### src/sv/cbb_pkg.sv
`timescale 1ns / 1ps
`default_nettype none

package cbb_pkg;

	localparam int CW  = 32;             // coordinate width
	localparam int PF  = 16;             // fraction bits of the curve parameter
	localparam int TW  = PF + 1;         // parameter width, reaches 1.0
	localparam int AW  = CW + 4;         // derivative coefficient width
	localparam int HW  = (AW + 1) / 2;   // half width for split multiplies
	localparam int MW  = 2 * HW;
	localparam int DSW = 2 * MW + 4;     // discriminant width
	localparam int ATW = AW + PF + 1;    // a*T
	localparam int DW  = AW + PF + 2;    // q'(T) scaled
	localparam int QW  = AW + 2 * PF + 2; // q(T) scaled
	localparam int NS  = PF + 9;         // pipeline depth

	typedef logic signed [CW-1:0] coord_t;
	typedef logic signed [AW-1:0] coef_t;
	typedef logic signed [AW:0]   wcoef_t;
	typedef logic [TW-1:0]        tpar_t;

	localparam tpar_t T_ONE = {1'b1, {PF{1'b0}}};

	typedef enum logic [1:0] {PK_LOW, PK_HIGH, PK_LIN, PK_VERTEX} kind_t;

	typedef struct packed {
		coord_t p0;
		coord_t p1;
		coord_t p2;
		coord_t p3;
	} pts_t;

	// one root search: bits of T found so far, with q(T), a*T and q'(T) kept exact
	typedef struct packed {
		kind_t                 kind;
		logic                  full;
		logic [PF-1:0]         t;
		logic signed [QW-1:0]  q;
		logic signed [ATW-1:0] at;
		logic signed [DW-1:0]  d;
	} chain_t;

	typedef struct packed {
		pts_t   p;
		logic   on;
		coef_t  a;
		coef_t  b;
		chain_t c0;
		chain_t c1;
	} srch_t;

	typedef struct packed {
		coord_t v0;
		coord_t v1;
		coord_t v2;
		coord_t v3;
	} vals_t;

	function automatic logic pred(input kind_t kind, input logic q_neg, input logic q_zero,
			input logic d_neg, input logic d_zero);
		logic r;
		unique case (kind)
			PK_LOW:    r = !q_neg && (d_neg || d_zero);
			PK_HIGH:   r = d_neg || d_zero || q_neg || q_zero;
			PK_LIN:    r = q_neg || q_zero;
			PK_VERTEX: r = d_neg || d_zero;
		endcase
		return r;
	endfunction

endpackage

`default_nettype wire

### src/sv/cbb_range.sv
`timescale 1ns / 1ps
`default_nettype none

module cbb_range import cbb_pkg::*; (
	input  wire logic   clk,
	input  wire logic   [1:0] en,
	input  wire vals_t  vals,
	output coord_t      lo,
	output logic [CW-1:0] span
);

	coord_t mn_s1, mx_s1;
	coord_t lo_s2;
	logic [CW-1:0] span_s2;
	coord_t mn_a, mn_b, mx_a, mx_b;

	always_comb begin
		mn_a = (vals.v1 < vals.v0) ? vals.v1 : vals.v0;
		mn_b = (vals.v3 < vals.v2) ? vals.v3 : vals.v2;
		mx_a = (vals.v1 > vals.v0) ? vals.v1 : vals.v0;
		mx_b = (vals.v3 > vals.v2) ? vals.v3 : vals.v2;
	end

	always_ff @(posedge clk) begin
		if (en[0]) begin
			mn_s1 <= (mn_b < mn_a) ? mn_b : mn_a;
			mx_s1 <= (mx_b > mx_a) ? mx_b : mx_a;
		end
		if (en[1]) begin
			lo_s2   <= mn_s1;
			span_s2 <= CW'(mx_s1 - mn_s1);
		end
	end

	assign lo   = lo_s2;
	assign span = span_s2;

endmodule

`default_nettype wire

### config.mk
export PLATFORM = sky130hd
export DESIGN_NAME = cbb_range
export DESIGN_NICKNAME = d
export VERILOG_FILES = /design/src/sv/cbb_pkg.sv /design/src/sv/cbb_range.sv
export SDC_FILE = /design/constraint.sdc
export NUM_CORES = 1
export LEC_CHECK = 0
export CAP_MARGIN = 20
export CORE_MARGIN = 1
export CORE_UTILIZATION = 50
export DETAILED_ROUTE_END_ITERATION = 8
export DONT_BUFFER_PORTS = 1
export PLACE_DENSITY = 0.63
export SLEW_MARGIN = 20
export SYNTH_ARGS = -nofsm -noshare
export SYNTH_HDL_FRONTEND = slang
export SYNTH_SLANG_ARGS = --single-unit
### constraint.sdc
create_clock -name clk -period 5.8 [get_ports clk]
set_clock_uncertainty 0.05 [all_clocks]
set_input_delay 0.29 -clock clk [delete_from_list [all_inputs] [get_ports clk]]
set_output_delay 0.29 -clock clk [all_outputs]
set_load 0.1 [all_outputs]
---- Word-level counts from Yosys, hierarchy flattened ----
Cells that the tools add are included.
cells by class
  add/subtract/negate cells ............... 1
  order comparisons ....................... 6
  muxes and demuxes ....................... 6
operators with widths
  operator             number
  2-to-1 mux 32 bit    6
  > comparator 32 bit  3
  < comparator 32 bit  3
  subtractor 32 bit    1
word-level totals
  register bits ........................... 128
  input bits .............................. 131
  output and inout bits ................... 64

---- Depth between registers and ports, before layout ----
  depth after elaboration ................. 4
  gate-level depth with buffers ........... 26
  mapped depth without buffers ............ 23

---- Least setup slack after synthesis ----
OpenSTA, ideal clock, no wires.
  path kind ............................... input to register
  start ................................... input port vals[63] (netlist name)
  end ..................................... register mx_s1[10], data pin
  setup time .............................. 0.265 ns
  arrival ................................. 4.803 ns
  required time ........................... 5.485 ns
  path slack .............................. 0.683 ns
  cell stages on the path ................. 23
  path buffers ............................ 2
  path through ............................ inv_1 ha_1 and4_1 nand2_1 nor4_2 a21oi_1 mux2i_1 a31oi_2 buf_2 mux2i_1 inv_1 ha_1 a21o_1 a21o_1 a21oi_1 o21ai_0 a2111oi_0 o31ai_1 a21oi_1 mux2i_1 a21oi_1 buf_2 mux2i_1
between the ends
  word-level cells in the longest chain between the ends .. 4
ends and longest elaborated chain
  item                   RTL line         RTL
  from (decl)            cbb_range.sv:7   input wire vals_t vals,
  > comparator 32 bit    cbb_range.sv:21  mx_b = (vals.v3 > vals.v2) ? vals.v3 : vals.v2;
  2-to-1 mux 32 bit (*)  cbb_range.sv:21
  > comparator 32 bit    cbb_range.sv:27  mx_s1 <= (mx_b > mx_a) ? mx_b : mx_a;
  2-to-1 mux 32 bit (*)  cbb_range.sv:27
  to (signal assigned)   cbb_range.sv:27
  to (decl)              cbb_range.sv:12  coord_t mn_s1, mx_s1;
Every way passes the cells marked *; elsewhere a longest branch is shown, timed or not.
A chain may end at the register's enable or synchronous reset.

---- Final worst setup path ----
  start ................................... input port vals[49] (netlist name)
  end ..................................... register mx_s1[21], data pin
The elaborated chain is that of the path after synthesis.

==> impl_metrics.csv <==
group,metric,value,unit
run_status,status,"complete, no violations",
placement,dp_hpwl,22.2,mm
finish,final.fill_count,1862,
critical_path,cp-start-kind,"input pin",
power_and_ir_drop,netSwitchingFraction,47.4,%
yosys,yosys-top-cells-area,"edfxtp_1 (36%), ha_1 (18%), mux2i_1 (18%)",
floorplan,num_rows,53,
finish,diodes,0,
cts,clock-sinks,128,
timing,finalMaxSlewViolations,0,
cts,clkTransAtPathRegs,60,ps
critical_path,end_kind,"flop",
detailed_routing,first_pass_iters,5,
placement,dp.cells,1311,
timing,rsz0062_at_grt,"no",
detailed_routing,via_count,7720,
floorplan,core,0.0211,sq mm
detailed_routing,via_per_inst,5.74,
yosys,ys_ff_latch,128,
cts,cts-root-buf,"clkbuf_16",
timing,period_minus_slack,5340,ps
timing,finalHoldViolations,0,
power_and_ir_drop,internal-power,2.93,mW
critical_path,cpPeakStageDelay,550,ps
detailed_routing,drt_iter0_drc,486,
yosys,synth_common_cells,"mux2i_1 (192), inv_1 (174), ha_1 (158)",
timing,fmaxAchievable,0.187,GHz
power_and_ir_drop,pwr-share-clk,18.6,%
grt,grt_pass1_vias,7699,
floorplan,start_util,51.2,%
yosys,ys_seq_area_share,35.6,%
yosys,syn_area,0.0108,sq mm
min_path,hold_path.class,"input pin to flop",
yosys,synth_top_area_share,35.6,%
detailed_routing,wl_per_cell,20.8,um
finish,synthToLayoutAreaGrowth,10.3,%
critical_path,critical_path_required,5910,ps
detailed_routing,ant_nets,0,
yosys,synth_area_per_cell,10.4,sq um
floorplan,fp.dieH,149,um
power_and_ir_drop,p_seq_share,47.4,%
cts,cts_buffers,17,
yosys,synth_nets,1324,
timing,finalSetupViolations,0,
detailed_routing,drc,0,
grt,grt_max_degree,65,
detailed_routing,drt_wl_total,28.0,mm
critical_path,path_common_cell,"a21oi_1",
power_and_ir_drop,power,5.57,mW
finish,fin_util,56.5,%
critical_path,cp_max_fo,25,
grt,grt_pass1_wl,42.5,mm
critical_path,crit_path_top_delay_cell,"a2111oi_0",
floorplan,dieArea,0.0222,sq mm
yosys,synth-main-ff-cell,"edfxtp_1",
power_and_ir_drop,switching_power,2.64,mW
power_and_ir_drop,power.leakage,5.99,nW
cts,tritoncts,"built",
critical_path,cp_top_family,"compound AO/OA/AOI/OAI gates",
finish,final_cells,1344,
timing,worst_pin_slew,918,ps
floorplan,die-width,149,um
power_and_ir_drop,comb_power_share,34.1,%
critical_path,arrival,5450,ps
floorplan,io_pins,195,
grt,grt_util_all_layers,25.7,%
yosys,synth.most_common_cell,"mux2i_1",
cts,clock_latency,420,ps
finish,nets,1347,
yosys,synthCells,1034,
run,maxCapViolations,0,
timing,max_slew_margin,38.9,%
yosys,yosys.area.top_type,"edfxtp_1",
critical_path,crit_buf_inv,4,
placement,dpl_cell_area,0.0113,sq mm
finish,drive_above_1_share,6.17,%
grt,grt-ovfl-total,0,
yosys,yosysUniqueCellTypes,54,
placement,port_buffers,0,
placement,gp_congestion,0.882,
cts,clockBufferDepth,2,
timing,setup_tns,0,ps
yosys,async_reset_ff_share,0,%
power_and_ir_drop,power.density,468,mW/mm^2
power_and_ir_drop,ir_drop,230,uV
yosys,synth-edff-count,128,
finish,final_cell_area,0.0119,sq mm
grt,antenna_found_initial,0,
critical_path,critPathKind,"input pin to flop",
timing,period_share,92.1,%
cts,htree_levels,4,
critical_path,r2r_slack,1610,ps
yosys,yosys_warnings,0,
==> worst paths after layout <==
kind / from / cells past startpoint / endpoint
worst min-delay path: vals[96] / 2 / mn_s1[0]$_DFFE_PP_
worst max register to register: mn_s1[0]$_DFFE_PP_ / 12 / span[30]$_DFFE_PP_
worst min register to register: mn_s1[12]$_DFFE_PP_ / 0 / lo[12]$_DFFE_PP_
worst max-delay path: vals[49] / 25 / mx_s1[21]$_DFFE_PP_
==> per-stage QoR <==
step           hold WS (ps)  worst slack (ps)
4_1_cts                77.6               497
6_report               88.8               459
5_1_grt                97.3              11.7
3_5_place_dp            358              63.2
3_3_place_gp            358               120
2_1_floorplan           352               683
==> final cells by class <==
| type | instances | area (sq um) | area share, % |
|---|---|---|---|
| Sequential cell | 128 | 3840 | 32.3 |
| Tap cell | 275 | 344 | 2.89 |
| Inverter | 174 | 653 | 5.48 |
| Timing Repair Buffer | 24 | 308 | 2.58 |
| Multi-Input combinational cell | 712 | 6210 | 52.1 |
| Clock buffer | 19 | 433 | 3.64 |
| Clock inverter | 12 | 120 | 1.01 |
==> power groups by stage <==
stage	combinational [mW]	sequential, mW	clock, mW
finish	1.90	2.64	1.03
CTS	1.90	2.65	1.05
detailed placement	1.86	2.66	0
global placement	1.84	2.66	0
global route	2.11	2.67	1.09
floorplan	1.43	2.61	0
==> per-layer routing <==
layer / vias to the layer above / share of wire [%] / GRT usage [%]
met5: - / 0 / 0
met4: 0 / 1.4 / 6.33
met3: 26 / 7.9 / 7.52
met2: 233 / 46 / 41.6
met1: 3644 / 45 / 33.6
li1: 3817 / - / -
==> kinds of logic (layout without fill, tap and decap cells) <==
| kind of cell | Yosys count | in the layout | share of synthesized area (%) |
|---|---|---|---|
| adders and majority gates | 159 | 159 | 18.5 |
| and+or+nand+nor | 135 | 135 | 6.50 |
| muxes | 194 | 194 | 18.1 |
| AOI/OAI and AO/OA | 195 | 195 | 11.5 |
| buffers and inverters | 194 | 229 | 7.29 |
| DFF | 128 | 128 | 35.6 |
| xor gates and xnor gates | 29 | 29 | 2.53 |
==> state kept, by name (all words and copies together) (netlist names) <==
name   flops
span      32
mn_s1     32
mx_s1     32
lo        32
==> cell usage in the layout, fill, tap and decap left out, types with 3 or more instances in the layout <==
master,Yosys,routed
mux2i_1,192,191
inv_1,174,174
ha_1,158,158
edfxtp_1,128,128
a21oi_1,68,67
a21o_1,49,49
nand2_1,35,35
o21ai_0,29,29
nor2_1,24,24
xnor2_1,21,21
nand4_1,19,19
clkbuf_16,0,17
buf_4,0,15
nand3_1,14,14
nand2b_1,8,8
nor2b_1,7,7
o21a_1,8,7
xor2_1,7,7
buf_12,0,7
a211o_1,6,6
nor3_1,6,6
and3_1,5,5
a211oi_1,5,5
nor4_1,5,5
o31ai_1,5,5
clkinv_2,0,4
a2111oi_0,3,3
o21bai_1,3,3
a221oi_1,3,3
==> worst register-to-register path, cell delays in order, from the launching register on <==
cell and delay, ps:
edfxtp_1 430, ha_1 270, fa_1 420, nor2b_1 140, o21a_1 140, o21ai_0 200
a2111oi_0 830, or2_2 320, nor3b_1 440, nor3_1 190, o31ai_1 290, a21o_1 170
xor2_1 60
==> what timing repair did <==
action                                 CTS  global route
gates resized for setup                  0             0
endpoints found under the hold margin  128             0
hold buffers                             2             0
buffers inserted                         0             0
Note: power is estimated with default switching activity, not from simulation.
